[src/hw/rtl/stm_pkg.sv]
// Shared types and constants for the subscription table.
// Depends on nothing; the interfaces, stm_engine and the top import it.
package stm_pkg;

    localparam int ADDR_W   = 32;
    localparam int PORT_W   = 16;
    localparam int CODE_W   = 16;
    localparam int LIFE_W   = 24;
    localparam int TIME_W   = 32;
    localparam int STATUS_W = 3;
    localparam int SLOT_W   = 4;
    localparam int MS_W     = 10;

    localparam logic [MS_W-1:0] MS_PER_S = 10'd1000;

    localparam logic [STATUS_W-1:0] STATUS_REFRESHED = 3'd0;
    localparam logic [STATUS_W-1:0] STATUS_ADDED     = 3'd1;
    localparam logic [STATUS_W-1:0] STATUS_FULL      = 3'd2;
    localparam logic [STATUS_W-1:0] STATUS_REMOVED   = 3'd3;
    localparam logic [STATUS_W-1:0] STATUS_NOT_FOUND = 3'd4;

    typedef struct packed {
        logic [ADDR_W-1:0] addr;
        logic [PORT_W-1:0] port;
        logic [CODE_W-1:0] service;
        logic [CODE_W-1:0] inst;
        logic [CODE_W-1:0] group;
    } key_t;

    typedef struct packed {
        key_t              key;
        logic [LIFE_W-1:0] lifetime;
        logic [TIME_W-1:0] expiry;
    } entry_t;

    localparam int ENTRY_W = $bits(entry_t);

    typedef enum logic [2:0] {
        ST_IDLE,
        ST_SCAN,
        ST_DRAIN,
        ST_UPDATE,
        ST_RESULT
    } state_t;

    typedef struct packed {
        logic                valid;
        logic [STATUS_W-1:0] status;
        logic [SLOT_W-1:0]   slot;
        logic [TIME_W-1:0]   expiry;
    } done_t;

endpackage

[src/hw/rtl/stm_req_if.sv]
// Request channel of the subscription table: valid/ready plus key, lifetime and time.
// Depends on stm_pkg.
interface stm_req_if;
    import stm_pkg::*;

    logic              valid;
    logic              ready;
    logic [ADDR_W-1:0] endpoint_addr;
    logic [PORT_W-1:0] endpoint_port;
    logic [CODE_W-1:0] service_code;
    logic [CODE_W-1:0] instance_code;
    logic [CODE_W-1:0] group_code;
    logic [LIFE_W-1:0] lifetime_s;
    logic [TIME_W-1:0] now_ms;

    modport source (
        output valid, endpoint_addr, endpoint_port, service_code, instance_code,
               group_code, lifetime_s, now_ms,
        input  ready
    );

    modport sink (
        input  valid, endpoint_addr, endpoint_port, service_code, instance_code,
               group_code, lifetime_s, now_ms,
        output ready
    );
endinterface

[src/hw/rtl/stm_rsp_if.sv]
// Result channel of the subscription table: valid/ready plus status, slot and expiry.
// Depends on stm_pkg.
interface stm_rsp_if;
    import stm_pkg::*;

    logic                valid;
    logic                ready;
    logic [STATUS_W-1:0] status;
    logic [SLOT_W-1:0]   slot;
    logic [TIME_W-1:0]   expiry_ms;

    modport source (
        output valid, status, slot, expiry_ms,
        input  ready
    );

    modport sink (
        input  valid, status, slot, expiry_ms,
        output ready
    );
endinterface

[src/hw/rtl/stm_mem.sv]
// Single-port-write, single-port-read synchronous RAM holding the table entries.
// Read data is registered. No dependencies.
module stm_mem #(
    parameter int WIDTH = 152,
    parameter int DEPTH = 16,
    parameter int AW    = 4
) (
    input  logic             clk,
    input  logic             wr_en,
    input  logic [AW-1:0]    wr_addr,
    input  logic [WIDTH-1:0] wr_data,
    input  logic             rd_en,
    input  logic [AW-1:0]    rd_addr,
    output logic [WIDTH-1:0] rd_data
);

    logic [WIDTH-1:0] mem [DEPTH];
    logic [WIDTH-1:0] rd_data_reg;

    always_ff @(posedge clk)
    begin
        if (wr_en)
        begin
            mem[wr_addr] <= wr_data;
        end
    end

    always_ff @(posedge clk)
    begin
        if (rd_en)
        begin
            rd_data_reg <= mem[rd_addr];
        end
    end

    assign rd_data = rd_data_reg;

endmodule

[src/hw/rtl/stm_engine.sv]
// Request engine: captures a request, scans the table memory one entry a cycle, then refreshes,
// adds or removes, or reports full or not found, and presents the result. Depends on stm_pkg, stm_req_if.
module stm_engine #(
    parameter int TABLE_ENTRIES = 16,
    parameter int IDX_W         = 4
) (
    input  logic                    clk,
    input  logic                    rst_n,
    stm_req_if.sink                 req,
    output logic                    mem_wr_en,
    output logic [IDX_W-1:0]        mem_wr_addr,
    output logic [stm_pkg::ENTRY_W-1:0] mem_wr_data,
    output logic                    mem_rd_en,
    output logic [IDX_W-1:0]        mem_rd_addr,
    input  logic [stm_pkg::ENTRY_W-1:0] mem_rd_data,
    output stm_pkg::done_t          done,
    input  logic                    done_ready
);
    import stm_pkg::*;

    localparam logic [IDX_W-1:0] LAST_IDX = IDX_W'(TABLE_ENTRIES - 1);

    state_t state_reg, state_next;

    logic [TABLE_ENTRIES-1:0] active_reg, active_next;
    logic                     rd_valid_reg, rd_valid_next;
    logic [IDX_W-1:0]         rd_idx_reg;
    logic [IDX_W-1:0]         scan_idx_reg, scan_idx_next;

    key_t              key_reg;
    logic [LIFE_W-1:0] life_reg;
    logic [TIME_W-1:0] now_reg;
    logic [TIME_W-1:0] prod_reg;
    logic [TIME_W-1:0] expiry_reg;

    logic             hit_reg, hit_next;
    logic [IDX_W-1:0] hit_idx_reg, hit_idx_next;
    logic             free_reg, free_next;
    logic [IDX_W-1:0] free_idx_reg, free_idx_next;

    logic [STATUS_W-1:0] status_reg, status_next;
    logic [IDX_W-1:0]    res_idx_reg, res_idx_next;

    logic                      accept;
    entry_t                    rd_entry;
    logic                      slot_active;
    logic                      match_now;
    logic                      free_now;
    logic [LIFE_W+MS_W-1:0]    prod_full;
    logic [SLOT_W+IDX_W-1:0]   slot_wide;

    assign accept   = req.valid && req.ready;
    assign rd_entry = entry_t'(mem_rd_data);

    assign slot_active = active_reg[rd_idx_reg];
    assign match_now   = rd_valid_reg && slot_active && (rd_entry.key == key_reg);
    assign free_now    = rd_valid_reg && !slot_active;

    assign prod_full = {{MS_W{1'b0}}, life_reg} * {{LIFE_W{1'b0}}, MS_PER_S};

    // Slot reports the low bits of the index only.
    assign slot_wide = {{SLOT_W{1'b0}}, res_idx_reg};

    always_ff @(posedge clk or negedge rst_n)
    begin
        if (!rst_n)
        begin
            state_reg    <= ST_IDLE;
            active_reg   <= '0;
            rd_valid_reg <= 1'b0;
        end
        else
        begin
            state_reg    <= state_next;
            active_reg   <= active_next;
            rd_valid_reg <= rd_valid_next;
        end
    end

    always_ff @(posedge clk)
    begin
        if (accept)
        begin
            key_reg.addr    <= req.endpoint_addr;
            key_reg.port    <= req.endpoint_port;
            key_reg.service <= req.service_code;
            key_reg.inst    <= req.instance_code;
            key_reg.group   <= req.group_code;
            life_reg        <= req.lifetime_s;
            now_reg         <= req.now_ms;
        end
        // Product, then expiry, are registered in turn after capture, ready before the update step.
        prod_reg     <= prod_full[TIME_W-1:0];
        expiry_reg   <= now_reg + prod_reg;
        rd_idx_reg   <= scan_idx_reg;
        scan_idx_reg <= scan_idx_next;
        hit_reg      <= hit_next;
        hit_idx_reg  <= hit_idx_next;
        free_reg     <= free_next;
        free_idx_reg <= free_idx_next;
        status_reg   <= status_next;
        res_idx_reg  <= res_idx_next;
    end

    always_comb
    begin
        state_next    = state_reg;
        active_next   = active_reg;
        rd_valid_next = 1'b0;
        scan_idx_next = scan_idx_reg;
        hit_next      = hit_reg;
        hit_idx_next  = hit_idx_reg;
        free_next     = free_reg;
        free_idx_next = free_idx_reg;
        status_next   = status_reg;
        res_idx_next  = res_idx_reg;

        mem_rd_en   = 1'b0;
        mem_rd_addr = scan_idx_reg;
        mem_wr_en   = 1'b0;
        mem_wr_addr = hit_idx_reg;
        mem_wr_data = {key_reg, life_reg, expiry_reg};

        req.ready = (state_reg == ST_IDLE);

        // Lowest match and lowest free slot win.
        if (match_now && !hit_reg)
        begin
            hit_next     = 1'b1;
            hit_idx_next = rd_idx_reg;
        end
        if (free_now && !free_reg)
        begin
            free_next     = 1'b1;
            free_idx_next = rd_idx_reg;
        end

        unique case (state_reg)
            ST_IDLE:
            begin
                if (accept)
                begin
                    hit_next      = 1'b0;
                    free_next     = 1'b0;
                    scan_idx_next = '0;
                    state_next    = ST_SCAN;
                end
            end
            ST_SCAN:
            begin
                mem_rd_en     = 1'b1;
                rd_valid_next = 1'b1;
                if (scan_idx_reg == LAST_IDX)
                begin
                    state_next = ST_DRAIN;
                end
                else
                begin
                    scan_idx_next = scan_idx_reg + 1'b1;
                end
            end
            ST_DRAIN:
            begin
                state_next = ST_UPDATE;
            end
            ST_UPDATE:
            begin
                if (life_reg != '0)
                begin
                    if (hit_reg)
                    begin
                        mem_wr_en    = 1'b1;
                        mem_wr_addr  = hit_idx_reg;
                        status_next  = STATUS_REFRESHED;
                        res_idx_next = hit_idx_reg;
                    end
                    else if (free_reg)
                    begin
                        mem_wr_en                 = 1'b1;
                        mem_wr_addr               = free_idx_reg;
                        active_next[free_idx_reg] = 1'b1;
                        status_next               = STATUS_ADDED;
                        res_idx_next              = free_idx_reg;
                    end
                    else
                    begin
                        status_next  = STATUS_FULL;
                        res_idx_next = '0;
                    end
                end
                else
                begin
                    if (hit_reg)
                    begin
                        // Drop the entry; the stored fields stay but no longer match.
                        active_next[hit_idx_reg] = 1'b0;
                        status_next              = STATUS_REMOVED;
                        res_idx_next             = hit_idx_reg;
                    end
                    else
                    begin
                        status_next  = STATUS_NOT_FOUND;
                        res_idx_next = '0;
                    end
                end
                state_next = ST_RESULT;
            end
            ST_RESULT:
            begin
                if (done_ready)
                begin
                    state_next = ST_IDLE;
                end
            end
            default:
            begin
                state_next = ST_IDLE;
            end
        endcase
    end

    assign done.valid  = (state_reg == ST_RESULT);
    assign done.status = status_reg;
    assign done.slot   = slot_wide[SLOT_W-1:0];
    assign done.expiry = expiry_reg;

endmodule

[src/hw/rtl/subscription_table_match_insert_remove_top.sv]
// Requests are taken only while the engine is idle, so a new request waits until the
// previous result has moved into the output register. The scan reads one table entry per
// cycle from the entry memory.
// A finished result waits in the output register while the next request is taken.
// Reset (rst_n, asynchronous) marks every entry inactive; the entry memory is not cleared.
// Depends on stm_pkg, stm_req_if, stm_rsp_if, stm_mem, stm_engine.
module subscription_table_match_insert_remove_top #(
    parameter int TABLE_ENTRIES = 16
) (
    input  logic      clk,
    input  logic      rst_n,
    stm_req_if.sink   req,
    stm_rsp_if.source rsp
);
    import stm_pkg::*;

    localparam int IDX_W = (TABLE_ENTRIES > 1) ? $clog2(TABLE_ENTRIES) : 1;

    logic               mem_wr_en;
    logic [IDX_W-1:0]   mem_wr_addr;
    logic [ENTRY_W-1:0] mem_wr_data;
    logic               mem_rd_en;
    logic [IDX_W-1:0]   mem_rd_addr;
    logic [ENTRY_W-1:0] mem_rd_data;

    done_t eng_done;
    logic  done_ready;

    logic                out_valid_reg;
    logic [STATUS_W-1:0] out_status_reg;
    logic [SLOT_W-1:0]   out_slot_reg;
    logic [TIME_W-1:0]   out_expiry_reg;

    stm_mem #(
        .WIDTH (ENTRY_W),
        .DEPTH (TABLE_ENTRIES),
        .AW    (IDX_W)
    ) u_mem (
        .clk     (clk),
        .wr_en   (mem_wr_en),
        .wr_addr (mem_wr_addr),
        .wr_data (mem_wr_data),
        .rd_en   (mem_rd_en),
        .rd_addr (mem_rd_addr),
        .rd_data (mem_rd_data)
    );

    stm_engine #(
        .TABLE_ENTRIES (TABLE_ENTRIES),
        .IDX_W         (IDX_W)
    ) u_engine (
        .clk         (clk),
        .rst_n       (rst_n),
        .req         (req),
        .mem_wr_en   (mem_wr_en),
        .mem_wr_addr (mem_wr_addr),
        .mem_wr_data (mem_wr_data),
        .mem_rd_en   (mem_rd_en),
        .mem_rd_addr (mem_rd_addr),
        .mem_rd_data (mem_rd_data),
        .done        (eng_done),
        .done_ready  (done_ready)
    );

    // Take a new result when the register is empty or being emptied.
    assign done_ready = !out_valid_reg || rsp.ready;

    always_ff @(posedge clk or negedge rst_n)
    begin
        if (!rst_n)
        begin
            out_valid_reg <= 1'b0;
        end
        else if (done_ready)
        begin
            out_valid_reg <= eng_done.valid;
        end
    end

    always_ff @(posedge clk)
    begin
        if (done_ready && eng_done.valid)
        begin
            out_status_reg <= eng_done.status;
            out_slot_reg   <= eng_done.slot;
            out_expiry_reg <= eng_done.expiry;
        end
    end

    assign rsp.valid     = out_valid_reg;
    assign rsp.status    = out_status_reg;
    assign rsp.slot      = out_slot_reg;
    assign rsp.expiry_ms = out_expiry_reg;

`ifndef ASSERT_OFF
    a_idle_no_result: assert property (@(posedge clk) disable iff (!rst_n)
        req.ready |-> !eng_done.valid)
        else $error("request taken while a result is pending in the engine");

    a_result_held: assert property (@(posedge clk) disable iff (!rst_n)
        eng_done.valid && !done_ready |=> eng_done.valid && $stable(eng_done.status)
            && $stable(eng_done.slot))
        else $error("engine result lost while the output register was full");

    a_slot_zero: assert property (@(posedge clk) disable iff (!rst_n)
        rsp.valid && (rsp.status == STATUS_FULL || rsp.status == STATUS_NOT_FOUND)
            |-> rsp.slot == '0)
        else $error("nonzero slot reported with full or not found");
`endif

endmodule
[src/flat_wrapper.sv]
// flat-port wrapper written by rule: the top's interface ports become plain ports
module subscription_table_match_insert_remove_top_flat import stm_pkg::*;
#(
    parameter int TABLE_ENTRIES = 16
)
  (clk, rst_n, req_valid, req_endpoint_addr, req_endpoint_port, req_service_code, req_instance_code, req_group_code, req_lifetime_s, req_now_ms, req_ready, rsp_valid, rsp_status, rsp_slot, rsp_expiry_ms, rsp_ready);
  stm_req_if req_i ();
  stm_rsp_if rsp_i ();
  input  logic clk;
  input  logic rst_n;
  input wire logic [$bits(req_i.valid)-1:0] req_valid;
  input wire logic [$bits(req_i.endpoint_addr)-1:0] req_endpoint_addr;
  input wire logic [$bits(req_i.endpoint_port)-1:0] req_endpoint_port;
  input wire logic [$bits(req_i.service_code)-1:0] req_service_code;
  input wire logic [$bits(req_i.instance_code)-1:0] req_instance_code;
  input wire logic [$bits(req_i.group_code)-1:0] req_group_code;
  input wire logic [$bits(req_i.lifetime_s)-1:0] req_lifetime_s;
  input wire logic [$bits(req_i.now_ms)-1:0] req_now_ms;
  output wire logic [$bits(req_i.ready)-1:0] req_ready;
  output wire logic [$bits(rsp_i.valid)-1:0] rsp_valid;
  output wire logic [$bits(rsp_i.status)-1:0] rsp_status;
  output wire logic [$bits(rsp_i.slot)-1:0] rsp_slot;
  output wire logic [$bits(rsp_i.expiry_ms)-1:0] rsp_expiry_ms;
  input wire logic [$bits(rsp_i.ready)-1:0] rsp_ready;
  assign req_i.valid = req_valid;
  assign req_i.endpoint_addr = req_endpoint_addr;
  assign req_i.endpoint_port = req_endpoint_port;
  assign req_i.service_code = req_service_code;
  assign req_i.instance_code = req_instance_code;
  assign req_i.group_code = req_group_code;
  assign req_i.lifetime_s = req_lifetime_s;
  assign req_i.now_ms = req_now_ms;
  assign req_ready = req_i.ready;
  assign rsp_valid = rsp_i.valid;
  assign rsp_status = rsp_i.status;
  assign rsp_slot = rsp_i.slot;
  assign rsp_expiry_ms = rsp_i.expiry_ms;
  assign rsp_i.ready = rsp_ready;
  subscription_table_match_insert_remove_top #(.TABLE_ENTRIES(TABLE_ENTRIES)) u_core (.clk(clk), .rst_n(rst_n), .req(req_i), .rsp(rsp_i));
endmodule
[config.mk]
export PLATFORM = sky130hd
export DESIGN_NAME = subscription_table_match_insert_remove_top_flat
export DESIGN_NICKNAME = d
export VERILOG_FILES = /design/src/hw/rtl/stm_pkg.sv /design/src/hw/rtl/stm_req_if.sv /design/src/hw/rtl/stm_rsp_if.sv /design/src/hw/rtl/stm_mem.sv /design/src/hw/rtl/stm_engine.sv /design/src/hw/rtl/subscription_table_match_insert_remove_top.sv /design/src/flat_wrapper.sv
export SDC_FILE = /design/constraint.sdc
export NUM_CORES = 2
export LEC_CHECK = 0
export CORE_ASPECT_RATIO = 0.8
export CORE_MARGIN = 3
export CORE_UTILIZATION = 34
export CTS_BUF_LIST = sky130_fd_sc_hd__clkbuf_4
export DETAILED_ROUTE_END_ITERATION = 8
export DONT_BUFFER_PORTS = 1
export PLACE_DENSITY = 0.62
export SETUP_SLACK_MARGIN = 0.1
export SKIP_LAST_GASP = 1
export SLEW_MARGIN = 25
export SYNTH_ARGS = -nofsm -noshare
export SYNTH_HDL_FRONTEND = slang
export SYNTH_HIERARCHICAL = 1
export SYNTH_SLANG_ARGS = --single-unit
[constraint.sdc]
create_clock -name clk -period 14 [get_ports clk]
set_input_delay 0.7 -clock clk [delete_from_list [all_inputs] [get_ports clk]]
set_output_delay 0.7 -clock clk [all_outputs]
set_load 0.02 [all_outputs]
==> results.cfg <==
[global_route]
grt_overflow_total = 0
antenna_found_initial = 26
track_usage_pct = 16.0
grt_pass1_vias = 40400
grt_pass1_wl_microns = 274000
grt_start_max_net_pins = 117

[floorplan]
rows = 154
die_h_microns = 430
die_w_microns = 536
num_io_pins = 197
fp.coreArea_sq_um = 222000
initial_core_util_pct = 34.4
dieArea_sq_um = 230000

[place]
gp_congestion = 0.793
hpwlAfterDp_microns = 102000
port_buffers = 0
dp_cells = 6618

[timing]
finalCritPeriodShare_pct = 39.5
rsz0062_at_grt = no
skew_ps = 175
max_slew_margin_pct = 26.9
slew_viol_final = 0
tightest_slew_ps = 1100
fin_tns_setup_ps = 0
setup_viol = 0
fmax_mhz = 181
fin_crit_ps = 5520
hold_viol = 0

[cts]
root_buffer = clkbuf_4
clock_latency_ps = 1280
cts_setup_buffers = 0
clock_path_buffers = 4
htree_levels = 5
cts_made_buffers = 462
clkTransAtPathRegs_ps = 70
clkSinkCount = 1930
cts_tree = built

[routing]
wire_per_inst_microns = 24.4
drtIter0Drc = 3879
vias_per_cell = 5.11
dr.pass1.iters = 5
routed_wl_microns = 187000
ant_nets = 0
drc = 0
vias = 39200

[critical_path]
setup.worst_path.class = reg -> reg
path_cells = inv_1 -> ha_1 -> nand4_1 -> nor3_1 -> buf_4 -> nor2_1 -> nand2_1 -> nor2_1 -> mux2_2 -> nand3b_1 -> nor2_4 -> buf_4 -> buf_4
crit_arrival_ps = 6340
crit_path_top_delay_cell = buf_4
critPathMaxFanout = 42
crit_family = simple AND/OR/NAND/NOR gates
crit_path_end_kind = flip-flop
critical_path_required_ps = 14810
cp-start-kind = flip-flop
cp_num_buf_inv = 4
crit_top_cell = buf_4
slowest_delay_ps = 760

[power]
p_seq_share_pct = 41.7
ir_worst_vdd_uv = 148
switchingPower_uw = 5870
switching_share_pct = 33.2
combinationalPowerShare_pct = 33.1
p_int_uw = 11800
power.leakage_uw = 0.0292
powerDensity_nw_per_um2 = 201
p_clk_share_pct = 25.2

[synthesis]
yosys_warnings = 6
avgSynthCellArea_sq_um = 20.3
synth.net_count = 4100
syn_area_sq_um = 76400
synth_cells = 3756

[finish]
finalNetCount = 4682
largest_reg_flops = 1536
drive_gt1_share_pct = 26.1
syn_to_final_growth_pct = 15.0
layoutNonFillerInstCount = 7660

[min_path]
min_path_type = in -> reg

[job]
max-cap-violations = 0

[run_status]
status = complete, no violations
==> placed cells by master, fill, tap and decap left out, types with 9 or more instances in the layout <==
cell           instances
buf_4                 63
nand3_1               20
clkbuf_4             657
fa_1                  87
clkinv_2              19
ha_1                 101
o21ai_0               67
a21o_1                18
a22oi_1              168
nand2b_1              22
clkinv_1             118
nor4_1                15
edfxtp_1            1842
a221oi_1              14
mux2_2                36
dfrtp_1               21
a21oi_1               41
nor2_4                13
xnor2_1               59
mux2i_1               18
xor2_1                51
buf_12                 9
dlygate4sd3_1        218
nand2_1              110
o221ai_1              18
mux4_2               367
inv_1                185
nor2_1                39
dfxtp_1               67
nor2b_1               31
nand4_1               15
o22ai_1               14
==> per-layer routing <==
metal / global-route usage (%) / share of wire [%] / vias to the layer above / wire (microns)
met5: 0 / 0.041 / - / 76
met4: 4.16 / 1.9 / 12 / 3480
met3: 3.43 / 8.2 / 275 / 15400
met2: 24.7 / 47 / 1726 / 86900
met1: 23.1 / 43 / 20500 / 81000
li1: - / - / 16700 / -
==> power groups by stage <==
stage / combinational (uW) / sequential (uW) / clock [uW]
finish: 5840 / 7360 / 4450
global route: 6440 / 7410 / 4920
CTS: 5880 / 7370 / 4610
detailed placement: 5790 / 7480 / 0
global placement: 5770 / 7470 / 0
floorplan: 4410 / 7350 / 0
==> layout make-up <==
cell class	instances	area (sq um)
Timing Repair Buffer	294	2880
Tap cell	2964	3710
Clock buffer	657	4930
Fill cell	19900	134000
Multi-Input combinational cell	1463	17600
Sequential cell	1930	57200
Clock inverter	157	786
Antenna cell	8	20.0
Inverter	187	712
==> stage by stage <==
step / util [%] / power [uW] / setup WS (ps) / hold slack [ps] / instance area, sq um
3_3_place_gp: 36.0 / 13200 / 8390 / 325 / 79900
5_1_grt: 39.6 / 18800 / 8080 / 12.8 / 87800
6_report: 39.6 / 17700 / 8480 / 138 / 87900
4_1_cts: 39.6 / 17900 / 8310 / 0.701 / 87800
3_5_place_dp: 36.0 / 13300 / 8360 / 330 / 79900
2_1_floorplan: - / 11800 / 4370 / 323 / 76400
==> timing repair <==
item	CTS	global route
resized for setup	0	0
hold buffers	220	0
hold endpoints to repair	180	0
setup endpoints to repair	0	0
==> path summary, 6_finish.rpt <==
check                                       startpoint                         endpoint  slack, ps  depth (start not counted)
min in group asynchronous                        rst_n    u_core/u_engine/active_reg[5]        650                          4
setup / recovery           u_core/u_engine/life_reg[9]         u_core/u_mem/mem[10][87]       8480                         13
max in group asynchronous                        rst_n     u_core/u_engine/state_reg[1]      13160                          4
setup reg to reg           u_core/u_engine/life_reg[9]         u_core/u_mem/mem[10][87]       8480                         13
hold reg to reg             u_core/u_engine/now_reg[2]    u_core/u_engine/expiry_reg[2]        350                          0
hold / removal                   req_instance_code[14]  u_core/u_engine/mem_wr_data[86]        140                          1
==> worst reg2reg max path, cell delays in order, from the launching register on <==
cell and delay [ps]:
edfxtp_1 510, inv_1 240, ha_1 200, nand4_1 120
nor3_1 520, buf_4 260, nor2_1 50, nand2_1 130
nor2_1 110, mux2_2 330, nand3b_1 380, nor2_4 740
buf_4 760, buf_4 790
Note: power is estimated with default switching activity, not from simulation.
